`src/design/hcbp_pkg.sv`:
```
// Shared types and constants for the Huffman code bit packer.
package hcbp_pkg;

	localparam int TABLE_DEPTH  = 256;
	localparam int MAX_CODE_LEN = 16;
	localparam int CODE_W       = 16;
	localparam int LEN_W        = 5;
	localparam int TBL_AW       = $clog2(TABLE_DEPTH);
	localparam int LEN_LIMIT    = (MAX_CODE_LEN > CODE_W) ? CODE_W : MAX_CODE_LEN;
	localparam int PEND_W       = 7;
	localparam int ACC_W        = PEND_W + CODE_W;
	localparam int TOT_W        = $clog2(ACC_W + 1);
	localparam int FIFO_DEPTH   = 8;
	localparam int FIFO_AW      = $clog2(FIFO_DEPTH);
	localparam int FIFO_CW      = $clog2(FIFO_DEPTH + 1);

	localparam logic [1:0] ACT_LOAD   = 2'd0;
	localparam logic [1:0] ACT_ENCODE = 2'd1;
	localparam logic [1:0] ACT_FINISH = 2'd2;

	typedef struct packed {
		logic [1:0]        action;
		logic [7:0]        symbol;
		logic [CODE_W-1:0] code_bits;
		logic [LEN_W-1:0]  code_len;
	} in_item_t;

	typedef struct packed {
		logic [7:0] out_byte;
		logic       is_pad_count;
		logic       last;
	} out_item_t;

	typedef struct packed {
		logic [LEN_W-1:0]  len;
		logic [CODE_W-1:0] code;
	} tbl_entry_t;

	// up to two result items per input item
	typedef struct packed {
		logic [1:0] n;
		out_item_t  item0;
		out_item_t  item1;
	} pack_t;

endpackage

```
`src/design/hcbp_out_fifo.sv`:
```
// Output queue: up to two items in a cycle, one out unless stalled.
module hcbp_out_fifo (
	input  logic                       clk,
	input  logic                       arst_n,
	input  hcbp_pkg::pack_t            pk,
	output logic                       byte_valid,
	input  logic                       byte_stall,
	output hcbp_pkg::out_item_t        byte_item,
	output logic [hcbp_pkg::FIFO_CW-1:0] count
);
	import hcbp_pkg::*;

	out_item_t          buf_q [FIFO_DEPTH];
	logic [FIFO_AW-1:0] wr_ptr_q;
	logic [FIFO_AW-1:0] rd_ptr_q;
	logic [FIFO_CW-1:0] cnt_q;
	logic               pop;

	assign byte_valid = (cnt_q != '0);
	assign byte_item  = buf_q[rd_ptr_q];
	assign count      = cnt_q;
	assign pop        = byte_valid && !byte_stall;

	always_ff @(posedge clk) begin
		if (pk.n != 2'd0) begin
			buf_q[wr_ptr_q] <= pk.item0;
		end
		if (pk.n == 2'd2) begin
			buf_q[wr_ptr_q + FIFO_AW'(1)] <= pk.item1;
		end
	end

	always_ff @(posedge clk or negedge arst_n) begin
		if (!arst_n) begin
			wr_ptr_q <= '0;
			rd_ptr_q <= '0;
			cnt_q    <= '0;
		end else begin
			wr_ptr_q <= wr_ptr_q + FIFO_AW'(pk.n);
			if (pop) begin
				rd_ptr_q <= rd_ptr_q + FIFO_AW'(1);
			end
			cnt_q <= cnt_q + FIFO_CW'(pk.n) - FIFO_CW'(pop);
		end
	end

endmodule

```
`config.mk`:
```
export PLATFORM = sky130hd
export DESIGN_NAME = hcbp_out_fifo
export DESIGN_NICKNAME = d
export VERILOG_FILES = /design/src/design/hcbp_pkg.sv /design/src/design/hcbp_out_fifo.sv
export SDC_FILE = /design/constraint.sdc
export NUM_CORES = 1
export LEC_CHECK = 0
export CAP_MARGIN = 10
export CELL_PAD_IN_SITES_DETAIL_PLACEMENT = 1
export CELL_PAD_IN_SITES_GLOBAL_PLACEMENT = 1
export CORE_UTILIZATION = 53
export CTS_CLUSTER_DIAMETER = 40
export DETAILED_ROUTE_END_ITERATION = 8
export DONT_BUFFER_PORTS = 1
export PLACE_DENSITY = 0.78
export SLEW_MARGIN = 25
export SYNTH_ARGS = -nofsm -noshare
export SYNTH_HDL_FRONTEND = slang
export SYNTH_SLANG_ARGS = --single-unit
```
`constraint.sdc`:
```
create_clock -name clk -period 2.6 [get_ports clk]
set_input_delay 0.65 -clock clk [delete_from_list [all_inputs] [get_ports clk]]
set_output_delay 0.65 -clock clk [all_outputs]
set_load 0.01 [all_outputs]
```
# After elaboration in Yosys (flattened, before gate mapping)
# Memories as Yosys holds them, arrays and structs flattened.
# Cells that the tools add are included.
# Widths: inputs -> output; s select.
dict set report totals {
  ff_bits 10
  mem_bits_rw 80
  inputBits 25
  output_inout_bits 15
  elab_cells 18
  n_memories 1
}
dict set report classes {
  addsub 5
  eq_ne 1
  muxes 4
  reduce_logical 4
}
# name words width read_ports rd_ports_with_merged_regs wr line
set memory_table {}
lappend memory_table {buf_q 8 10 1 0 2 hcbp_out_fifo.sv:13} ;# out_item_t buf_q [FIFO_DEPTH];
# op n
set op_table {}
lappend op_table {{$add 3x1->3 const B} 2}
lappend op_table {{$add 4x2->4} 1}
lappend op_table {{$mux 1} 4}
lappend op_table {{$reduce_bool 4->1} 1}
lappend op_table {{$sub 4x1->4} 1}
lappend op_table {{$add 3x2->3} 1}
lappend op_table {{$eq 2x2->1 const B} 1}
lappend op_table {{$reduce_bool 2->1} 1}
lappend op_table {{$logic_and 1x1->1} 1}
lappend op_table {{$logic_not 1->1} 1}

# Depth between registers and ports, before layout
dict set report depth {
  depth_word 3
  mapped_depth 10
  ltp_nobuf 10
}

# Worst setup path after synthesis
# No wires, ideal clock.
dict set report synth_timing {
  path_type {reg2reg}
  from {reg cnt_q[2] (netlist: count[2])}
  to {reg cnt_q[2] (netlist: count[2])}
  setup_time_ns 0.123
  t_arrival_ns 2.024
  t_required_ns 2.477
  path_slack_ns 0.454
  stages_incl_launch_ff 10
  path_buffers 0
  period_less_slack_ns 2.146
  path_cell_list {dfrtp_1 inv_1 ha_1 nor3b_1 nor2_1 ha_1 inv_1 ha_1 fa_1 xor2_1}
}
dict set report synth_between {
  elab_chain_len 3
  word_cells_on_any_way 4
  cone_classes {add/sub: 2; reduce/logical: 2}
}
# item line
set synth_lines {}
lappend synth_lines {{start, declared} hcbp_out_fifo.sv:16} ;# logic [FIFO_CW-1:0] cnt_q;
lappend synth_lines {{start signal, assigned} hcbp_out_fifo.sv:43} ;# cnt_q <= cnt_q + FIFO_CW'(pk.n) - FIFO_CW'(pop);
lappend synth_lines {{$reduce_bool 4->1} hcbp_out_fifo.sv:19} ;# assign byte_valid = (cnt_q != '0);
lappend synth_lines {{$logic_and 1x1->1} hcbp_out_fifo.sv:22} ;# assign pop = byte_valid && !byte_stall;
lappend synth_lines {{via pop} hcbp_out_fifo.sv:17} ;# logic pop;
lappend synth_lines {{$sub 4x1->4} hcbp_out_fifo.sv:43}
# The timed path passes the listed nets, and every way through them passes these cells.
# A chain may end at the register's enable or synchronous reset.

==> flow_metrics.py <==
metrics = {
    "run_status": {
        "status": "completed",
    },
    "hold_path": {
        "min_path_type": "in2reg",
        "worstHoldPathCells": 1,
    },
    "global_route": {
        "grt_usage_pct": 27.3,
        "grt_max_degree": 22,
        "grt.overflow.total": 0,
        "antenna_found_initial": 0,
        "grt_pass1_vias": 2934,
        "grt_pass1_wl_um": 17000,
    },
    "sta": {
        "fin_crit_sh_pct": 96.6,
        "maxSlewHeadroom_pct": 53.0,
        "rsz0062_at_grt": "false",
        "worstMarginPinSlew_ps": 705,
        "hold_viol_final": 0,
        "min_period_ps": 2510,
        "clock_skew_ps": 10.2,
        "fmax_mhz": 398,
        "maxSlewViolCount": 0,
        "final.setup.tns_ps": 0,
        "setup_viol": 0,
    },
    "routing": {
        "wl_um": 11100,
        "drc_errors": 0,
        "ant_nets": 0,
        "via_per_inst": 6.23,
        "dr.pass1.iters": 4,
        "drt-initial-drc-count": 120,
        "num_vias": 2556,
        "wl_per_cell_um": 27.1,
    },
    "logic_synthesis": {
        "yosysTopAreaCell": "edfxtp_1",
        "ys_seq_area_share_pct": 56.9,
        "synthFlopType": "edfxtp_1",
        "ys_ff_latch": 90,
        "synth_top_area_share_pct": 51.5,
        "syn_inst": 274,
        "async_reset_ff_share_pct": 11.1,
        "yosysWarnings": 0,
        "synth-edff-count": 80,
        "synthesis.area_um2": 4660,
        "synth_area_leaders": "edfxtp_1 52%, mux2_2 22%, mux4_2 9.7%, dfrtp_1 5.4%, ha_1 2.4%",
        "syn-num-nets": 310,
        "syn_area_per_cell_um2": 17.0,
        "yosysUniqueCellTypes": 29,
    },
    "clock_network": {
        "clk_pin_slew_worst_paths_ps": 90,
        "root_buffer": "clkbuf_8",
        "cts_setup_buffers": 0,
        "clkSinkCount": 90,
        "ctsHtreeMaxLevel": 3,
        "clk_path_buf_depth": 2,
        "clk_latency_ps": 360,
        "cts_buffers": 9,
        "cts_tree": "done",
    },
    "floorplanning": {
        "die_w_um": 95.8,
        "fp-row-count": 33,
        "core-area_um2": 8380,
        "die_h_um": 95.8,
        "io_pins": 40,
        "start_util_pct": 55.6,
        "die-area_um2": 9170,
    },
    "critical_path": {
        "path_cells": "buf_6, mux4_2, mux2_2",
        "r2r.worst_path.cells": 5,
        "cp_max_fo": 12,
        "path_depth": 3,
        "cpLargestDelayFamily": "multiplexers",
        "critPathBufInv": 1,
        "cpPeakStageDelay_ps": 530,
        "required_ps": 1950,
        "worstPathArrival_ps": 1860,
        "cp-end-kind": "output pin",
        "critPathSlowestCell": "mux4_2",
        "critPathKind": "reg2out",
        "crit_path_start_kind": "register",
    },
    "layout": {
        "layout.nets": 336,
        "fillers": 760,
        "final_cell_area_um2": 5170,
        "drive_gt1_share_pct": 51.8,
        "area_growth_pct": 10.9,
        "diodes": 0,
    },
    "power": {
        "peakVddDrop_v": 0.000556,
        "pwr_density_cell_nw_per_um2": 1120,
        "p_leak_nw": 1.82,
    },
    "place": {
        "place_congestion": 0.754,
        "portBuffers": 0,
        "placed_area_um2": 4940,
        "place_hpwl_um": 7260,
    },
    "flow_run": {
        "cap_violations": 0,
    },
}
-- synthesized netlist by cell type, types with 2 or more instances --
| master | number |
|---|---|
| edfxtp_1 | 80 |
| mux4_2 | 20 |
| fa_1 | 2 |
| clkbuf_1 | 3 |
| dfrtp_1 | 10 |
| xor2_1 | 4 |
| buf_2 | 7 |
| buf_6 | 2 |
| nand3_1 | 2 |
| o21ai_0 | 5 |
| nor3b_1 | 3 |
| nor2_2 | 2 |
| mux2_2 | 91 |
| o31ai_1 | 2 |
| ha_1 | 9 |
| o22ai_1 | 2 |
| inv_1 | 13 |
| nand2_1 | 6 |
-- layout by cell type, fill, tap and decap left out, types with 2 or more instances in the layout --
master	n
clkinv_1	2
o21ai_1	4
buf_6	2
ha_1	9
nand2_1	6
o31ai_2	2
mux2_2	91
nand3_1	2
bufinv_16	2
dfrtp_1	10
clkbuf_8	9
inv_1	13
o22ai_1	2
fa_1	2
mux4_2	20
xor2_1	4
nor3b_1	3
edfxtp_1	80
nor2_2	2
buf_4	23
-- state kept, by name, indices dropped and copies added, names as in the netlist --
register  cells
wr_ptr_q      3
count         4
buf_q        80
rd_ptr_q      3
-- power breakdown --
part / switching [W] / internal, W
Combinational: 0.00122 / 0.00113
Sequential: 0.000258 / 0.00213
Clock: 0.000498 / 0.000536
-- logic make-up (layout without fill, tap and decap cells) --
family / Yosys count / in the layout / synth area share, %
DFF: 90 / 90 / 56.9
adders and majority gates: 11 / 11 / 3.28
buffers and inverters: 25 / 56 / 2.52
xor gates and xnor gates: 7 / 7 / 1.64
and+or+nand+nor: 18 / 18 / 2.44
muxes: 111 / 111 / 31.7
AOI/OAI and AO/OA: 12 / 12 / 1.56
-- per-stage QoR --
| step | power, W | util [%] | std cells | setup WS [ps] | hold slack, ps |
|---|---|---|---|---|---|
| finish | 0.00577 | 61.7 | 410 | 89.3 | 420 |
| global route | 0.00607 | 61.7 | 410 | 21.9 | 422 |
| CTS | 0.00581 | 61.6 | 410 | 6.51 | 411 |
| detailed placement | 0.00477 | 58.9 | 393 | 215 | 355 |
| global placement | 0.00465 | 58.9 | 393 | 306 | 355 |
| floorplan | 0.00398 | - | 274 | 454 | 354 |
-- what timing repair did --
| action | 4_1_cts | 5_1_grt |
|---|---|---|
| hold buffers | 1 | 0 |
| resized for setup | 0 | 2 |
| setup endpoints to repair | 0 | 6 |
| hold endpoints to repair | 10 | 0 |
-- final cells by class --
class                           instances  area (um^2)  share of cell area, %
Clock buffer                           10          128                   2.47
Clock inverter                          6         81.3                   1.57
Inverter                               13         48.8                  0.944
Multi-Input combinational cell        159         1900                   36.8
Sequential cell                        90         2650                   51.3
Tap cell                              105          131                   2.54
Timing Repair Buffer                   27          225                   4.36
-- layer usage --
metal  wire [um]  vias up  global-route usage, %  part of all wire, %
met1        4650     1326                   35.8                   42
met2        5610       76                   43.6                   51
met3         603       21                   6.32                  5.4
li1            -     1133                      -                    -
met4         244        0                   11.8                  2.2
met5           0        -                      0                    0
-- path summary, 6_finish.rpt --
check | from | end | slack (ps)
max in group asynchronous | arst_n | rd_ptr_q[0] | 1610
worst max register to register | wr_ptr_q[0] | buf_q[4][6] | 190
worst min register to register | wr_ptr_q[0] | wr_ptr_q[0] | 690
worst min-delay path | pk[20] | wr_ptr_q[0] | 420
min in group asynchronous | arst_n | count[2] | 670
worst max-delay path | rd_ptr_q[0] | byte_item[3] | 90
No activity file was read; power rests on OpenSTA's default activity.
