File: src/design/hcbp_pkg.sv
// Shared types and constants for the Huffman code bit packer.
package hcbp_pkg;

	localparam int TABLE_DEPTH  = 256;
	localparam int MAX_CODE_LEN = 16;
	localparam int CODE_W       = 16;
	localparam int LEN_W        = 5;
	localparam int TBL_AW       = $clog2(TABLE_DEPTH);
	localparam int LEN_LIMIT    = (MAX_CODE_LEN > CODE_W) ? CODE_W : MAX_CODE_LEN;
	localparam int PEND_W       = 7;
	localparam int ACC_W        = PEND_W + CODE_W;
	localparam int TOT_W        = $clog2(ACC_W + 1);
	localparam int FIFO_DEPTH   = 8;
	localparam int FIFO_AW      = $clog2(FIFO_DEPTH);
	localparam int FIFO_CW      = $clog2(FIFO_DEPTH + 1);

	localparam logic [1:0] ACT_LOAD   = 2'd0;
	localparam logic [1:0] ACT_ENCODE = 2'd1;
	localparam logic [1:0] ACT_FINISH = 2'd2;

	typedef struct packed {
		logic [1:0]        action;
		logic [7:0]        symbol;
		logic [CODE_W-1:0] code_bits;
		logic [LEN_W-1:0]  code_len;
	} in_item_t;

	typedef struct packed {
		logic [7:0] out_byte;
		logic       is_pad_count;
		logic       last;
	} out_item_t;

	typedef struct packed {
		logic [LEN_W-1:0]  len;
		logic [CODE_W-1:0] code;
	} tbl_entry_t;

	// up to two result items per input item
	typedef struct packed {
		logic [1:0] n;
		out_item_t  item0;
		out_item_t  item1;
	} pack_t;

endpackage

File: src/design/hcbp_bit_packer.sv
// Bit packer: packs code bits into bytes; finish adds tail and pad count.
module hcbp_bit_packer (
	input  logic                 clk,
	input  logic                 arst_n,
	input  logic                 s1_valid,
	input  logic [1:0]           s1_action,
	input  hcbp_pkg::tbl_entry_t entry,
	output hcbp_pkg::pack_t      pk
);
	import hcbp_pkg::*;

	logic [PEND_W-1:0] pend_bits_q;
	logic [2:0]        pend_cnt_q;

	logic [ACC_W-1:0]  acc;
	logic [TOT_W-1:0]  total;
	logic [2:0]        rem_cnt;
	logic [PEND_W-1:0] rem_mask;
	logic [2:0]        pad;
	logic [7:0]        tail;
	logic              upd;
	logic [PEND_W-1:0] nxt_bits;
	logic [2:0]        nxt_cnt;

	always_comb begin
		acc      = (ACC_W'(pend_bits_q) << entry.len) | ACC_W'(entry.code);
		total    = TOT_W'(pend_cnt_q) + TOT_W'(entry.len);
		rem_cnt  = total[2:0];
		rem_mask = (PEND_W'(1) << rem_cnt) - PEND_W'(1);
		pad      = 3'd0 - pend_cnt_q;
		tail     = 8'(pend_bits_q) << pad;

		pk       = '0;
		upd      = 1'b0;
		nxt_bits = pend_bits_q;
		nxt_cnt  = pend_cnt_q;

		if (s1_valid) begin
			case (s1_action)
				ACT_ENCODE: begin
					upd                = 1'b1;
					pk.item0.out_byte  = 8'(acc >> (total - TOT_W'(8)));
					pk.item1.out_byte  = 8'(acc >> (total - TOT_W'(16)));
					if (total >= TOT_W'(16)) begin
						pk.n = 2'd2;
					end else if (total >= TOT_W'(8)) begin
						pk.n = 2'd1;
					end
					nxt_cnt  = rem_cnt;
					nxt_bits = PEND_W'(acc) & rem_mask;
				end
				ACT_FINISH: begin
					upd      = 1'b1;
					nxt_cnt  = '0;
					nxt_bits = '0;
					if (pend_cnt_q != 3'd0) begin
						pk.n                  = 2'd2;
						pk.item0.out_byte     = tail;
						pk.item1.out_byte     = 8'(pad);
						pk.item1.is_pad_count = 1'b1;
						pk.item1.last         = 1'b1;
					end else begin
						pk.n                  = 2'd1;
						pk.item0.out_byte     = 8'(pad);
						pk.item0.is_pad_count = 1'b1;
						pk.item0.last         = 1'b1;
					end
				end
				default: begin
					upd = 1'b0;
				end
			endcase
		end
	end

	always_ff @(posedge clk or negedge arst_n) begin
		if (!arst_n) begin
			pend_bits_q <= '0;
			pend_cnt_q  <= '0;
		end else if (upd) begin
			pend_bits_q <= nxt_bits;
			pend_cnt_q  <= nxt_cnt;
		end
	end

endmodule

File: config.mk
export PLATFORM = sky130hd
export DESIGN_NAME = hcbp_bit_packer
export DESIGN_NICKNAME = d
export VERILOG_FILES = /design/src/design/hcbp_pkg.sv /design/src/design/hcbp_bit_packer.sv
export SDC_FILE = /design/constraint.sdc
export NUM_CORES = 1
export LEC_CHECK = 0
export ABC_AREA = 1
export BUFFER_PORTS_ARGS = -buffer_cell sky130_fd_sc_hd__buf_2
export CAP_MARGIN = 15
export CORE_ASPECT_RATIO = 0.9
export CORE_MARGIN = 10
export CORE_UTILIZATION = 25
export CTS_CLUSTER_DIAMETER = 30
export DETAILED_ROUTE_END_ITERATION = 10
export GPL_TIMING_DRIVEN = 0
export PLACE_DENSITY_LB_ADDON = 0.3
export SYNTH_ARGS = -nofsm -noshare
export SYNTH_HDL_FRONTEND = slang
export SYNTH_SLANG_ARGS = --single-unit
export TNS_END_PERCENT = 10
File: constraint.sdc
create_clock -name clk -period 2.38 [get_ports clk]
set_input_delay 0.357 -clock clk [delete_from_list [all_inputs] [get_ports clk]]
set_output_delay 0.357 -clock clk [all_outputs]
set_load 0.01 [all_outputs]
* Word-level counts from Yosys, hierarchy flattened *
Cells that the tools add are included.

storage, ports and cells
  register bits = 10

cells by class
  $lt $le $gt $ge = 2
  reductions and logical operators = 4
  mux-type cells = 14
  equality and inequality tests = 2
  shift-type cells = 5
  bitwise gates (word level) = 2
  add/sub/neg operators = 5

operators with widths
  kind                                                               number
  >> shifter 23 x 5 -> 8 bit                                         2
  bitwise OR 23 x 16 -> 23 bit                                       1
  left shift 7 x 5 -> 23 bit                                         1
  2-to-1 mux 22 bit                                                  1
  one-hot mux 10 bit (2 select lines)                                1
  one-hot mux 8 bit (2 select lines)                                 1
  one-hot mux 7 bit (2 select lines)                                 1
  2-to-1 mux 10 bit                                                  1
  2-to-1 mux 2 bit                                                   4
  left shift 7 x 3 -> 8 bit                                          1
  AND 7 bit                                                          1
  left shift 1 x 3 -> 7 bit, first input constant                    1
  subtractor 7 x 2 -> 7 bit, second input constant                   1
  one-hot mux 3 bit (2 select lines)                                 1
  adder 3 x 5 -> 5 bit                                               1
  greater-or-equal comparator 5 x 4 -> 1 bit, second input constant  1
  greater-or-equal comparator 5 bit, second input constant           1
  2-to-1 mux 5 bit                                                   1
  subtractor 5 x 4 -> 5 bit, second input constant                   1
  subtractor 5 bit, second input constant                            1
  2-to-1 mux 1 bit                                                   3
  AND reduction 3 bit                                                1
  nonzero test 3 bit                                                 1
  subtractor 1 x 3 -> 3 bit, first input constant                    1
  other kinds (4)                                                    4

* Longest topological paths before layout *
  word-level depth = 6
  mapped depth = 16

* Least setup slack after synthesis *
OpenSTA, ideal clock, no wires.

  kind = in2out
  from = in entry[18] in the netlist's numbering
  to = out pk[16] in the netlist's numbering
  setup slack = -0.279 ns
  cell stages on the path = 12
  required time = 2.023 ns
  data arrival time = 2.302 ns
  cell sequence = ha_1 -> nand3_1 -> nand3_1 -> xor2_2 -> inv_2 -> buf_2 -> ha_1 -> nor2_1 -> inv_1 -> nand2_1 -> nand2_1 -> a21oi_1

RTL lines
  what         line                  RTL
  from (decl)  hcbp_bit_packer.sv:7  input hcbp_pkg::tbl_entry_t entry,
  to (decl)    hcbp_bit_packer.sv:8  output hcbp_pkg::pack_t pk

==> impl_metrics.toml <==
[logic_synthesis]
ys_seq_area_frac = 0.0874
synth.cell_area_um2 = 2860
synth_cells = 530
syn_avg_cell_area_um2 = 5.40
yosys.cell_types.count = 37
yosys_warnings = 0
syn_nets = 566
synth_seq_cells = 10

[sta]
fin_crit_ns = 3.05
fin_ws_ns = -0.665
fmax_mhz = 328
hold_violations = 0
skew_ns = 0.00195
finalMaxSlewViolations = 0
rsz0062_at_grt = "true"
tightest_slew_ns = 0.581
setup_viol = 22
maxSlewHeadroom = 0.613
finalCritPeriodShare = 1.28
holdWs_ns = 0.497

[final_layout]
nNetsFinal = 631
syn_to_final_growth_pct = 31.2
post-route-util = 0.331
drive_gt1_frac = 0.273
layoutNonFillerInstCount = 750
diodes = 0

[cts]
cts_tree = "built"
htreeDepth = 1
cts_root_buf = "clkbuf_16"
clk_path_buf_depth = 2
clk-insertion-delay-late_ns = 0.24
clock-sinks = 10
cts_made_buffers = 3
path_clk_slew_ns = 0.04

[route]
drtIter0Drc = 409
vias = 4003
drcViolationCount = 0
drt-total-wl_mm = 12.4
route.detailed.wl_per_inst_um = 16.5
firstDrtPassIters = 5
avgViaCountPerCell = 5.34
postRouteAntennaNets = 0

[critical_path]
critPathMaxFanout = 7
cp.required_ns = 2.02
critPathKind = "reg -> out"
slowest_stage = "dfrtp_1"
start_kind = "flop"
crit_chain = "ha_2 -> fa_2 -> nand2_4 -> a21oi_4 -> xor2_4 -> inv_2 -> ha_4 -> clkinvlp_4 -> nand3_2 -> nand2_2 -> a21oi_2 -> buf_2"
arrival_ns = 2.69
slowest_delay_ns = 0.39
end_kind = "output pin"

[global_route]
track_usage = 0.147
grt_max_degree = 11
antenna_found_initial = 0
grt-ovfl-total = 0
grt_pass1_vias = 3803
grt_pass1_wl_mm = 19.6

[outcome]
status = "complete, but fails checks"
violations = "negative setup slack"

[floorplanning]
rows = 37
die_x_um = 133
core_area_um2 = 11300
fp.dieH_um = 122
ios = 48
start_util = 0.253
dieArea_um2 = 16100

[placed_design]
io_buffers = 47
finalWeightedCongestion = 0.956
place_hpwl_mm = 10.1
place_inst = 733

[power]
vdd.ir_drop.worst_uv = 456
swShare = 0.590
power_density_nw_per_um2 = 1190
leakagePower_uw = 0.00181
intPower_uw = 1830
power_switching_uw = 2630
pwr-share-comb = 0.849
pwr-share-clk = 0.074
seqPwrFrac = 0.077

[job]
maxCapViolations = 0

[worst_hold_path]
min_path_type = "in -> async"
## what timing repair did
item,4_1_cts,5_1_grt
buffers inserted,5,7
hold buffers,1,0
pin swaps,7,6
endpoints found under the hold margin,10,0
resized for setup,43,25
setup endpoints to repair,22,21
## per-layer routing
layer | vias to the layer above | track usage | part of all wire
li1 | 1967 | - | -
met4 | 0 | 0.0337 | 0.011
met2 | 194 | 0.232 | 0.43
met5 | - | 0 | 0
met3 | 15 | 0.0177 | 0.071
met1 | 1827 | 0.209 | 0.49
## cell usage after synthesis
cell | number | area (µm²)
nand3_1 | 189 | 946
nand2_1 | 112 | 420
inv_1 | 56 | 210
nor2_1 | 23 | 86.3
nand4_1 | 22 | 138
o21ai_0 | 20 | 100
a21oi_1 | 13 | 65.1
dfrtp_1 | 10 | 250
clkbuf_1 | 9 | 33.8
ha_1 | 9 | 113
buf_2 | 7 | 35.0
buf_1 | 6 | 22.5
o22ai_1 | 6 | 37.5
buf_4 | 5 | 37.5
nor2_2 | 5 | 31.3
a21oi_2 | 4 | 35.0
inv_2 | 4 | 15.0
a31oi_1 | 3 | 18.8
o21ai_1 | 3 | 15.0
buf_6 | 2 | 22.5
nand2_2 | 2 | 12.5
nand3_2 | 2 | 20.0
nor2_4 | 2 | 22.5
o211ai_1 | 2 | 15.0
o31ai_1 | 2 | 15.0
a21oi_4 | 1 | 16.3
a32o_1 | 1 | 10.0
fa_1 | 1 | 20.0
inv_6 | 1 | 8.76
nor3_1 | 1 | 5.00
nor3_2 | 1 | 10.0
o2111ai_1 | 1 | 8.76
o21ai_2 | 1 | 8.76
o2bb2ai_1 | 1 | 8.76
or2_2 | 1 | 6.26
xor2_2 | 1 | 16.3
xor2_4 | 1 | 27.5
## flip-flops by register name, indices dropped and copies added, names as in the netlist
signal	count
pend_bits_q	7
pend_cnt_q	3
## power groups by stage
stage	logic [µW]	clock network [µW]	registers, µW
3_3_place_gp	3150	0	340
2_1_floorplan	2340	0	289
4_1_cts	3460	335	337
6_report	3790	330	342
3_5_place_dp	3140	0	342
5_1_grt	4120	348	348
## cell families after synthesis
kind of cell,synth area share
buffers and inverters,0.135
xor gates and xnor gates,0.0153
adders and majority gates,0.0463
and+or+nand+nor,0.593
AOI/OAI and AO/OA,0.124
DFF,0.0874
## placed cells by master (no fill, tap or decap), types with 10 or more instances in the layout
master	Yosys	routed
nand3_1	189	177
nand2_1	112	103
buf_2	7	54
inv_1	56	50
nand4_1	22	22
buf_4	5	20
o21ai_0	20	18
nor2_1	23	17
nand3_2	2	14
nand2_2	2	10
a21oi_2	4	10
dfrtp_1	10	10
## final cells by class
cell class / count / area [µm²]
Fill cell: 1294 / 7580
Clock buffer: 4 / 88.8
Inverter: 61 / 243
Timing Repair Buffer: 60 / 335
Multi-Input combinational cell: 430 / 2440
Tap cell: 156 / 195
Sequential cell: 10 / 250
Buffer: 29 / 210
## critical path, delay by kind of cell (launching register included)
kind | cells | cell delay [ns]
simple gates | 3 | 0.32
flops | 1 | 0.39
buf+inv | 3 | 0.44
xor+xnor | 1 | 0.24
fa+ha+maj | 3 | 0.86
compound gates | 2 | 0.20
## metrics by stage
step / power [µW] / instance area, µm² / TNS, ns / setup slack [ns]
after floorplan: 2630 / 2950 / -0.331 / -0.0515
after global placement: 3490 / 3380 / -10.20 / -0.651
after detailed placement: 3490 / 3380 / -10.10 / -0.646
after CTS: 4130 / 3630 / -8.12 / -0.601
after global routing: 4820 / 3760 / -11.51 / -0.745
final: 4460 / 3760 / -9.06 / -0.665
## path summary, 6_finish.rpt
| path | from | to | slack, ns | cells past startpoint |
|---|---|---|---|---|
| hold reg to reg | pend_bits_q[1] | pend_bits_q[1] | 0.67 | 2 |
| hold / removal | arst_n | pend_bits_q[3] | 0.50 | 2 |
| setup reg to reg | pend_cnt_q[0] | pend_bits_q[4] | -0.12 | 12 |
| max in group asynchronous | arst_n | pend_cnt_q[1] | 1.70 | 2 |
| min in group clk | entry[0] | pend_bits_q[0] | 0.50 | 3 |
| setup / recovery | pend_cnt_q[0] | pk[16] | -0.67 | 12 |
Note: power is estimated with default switching activity, not from simulation.
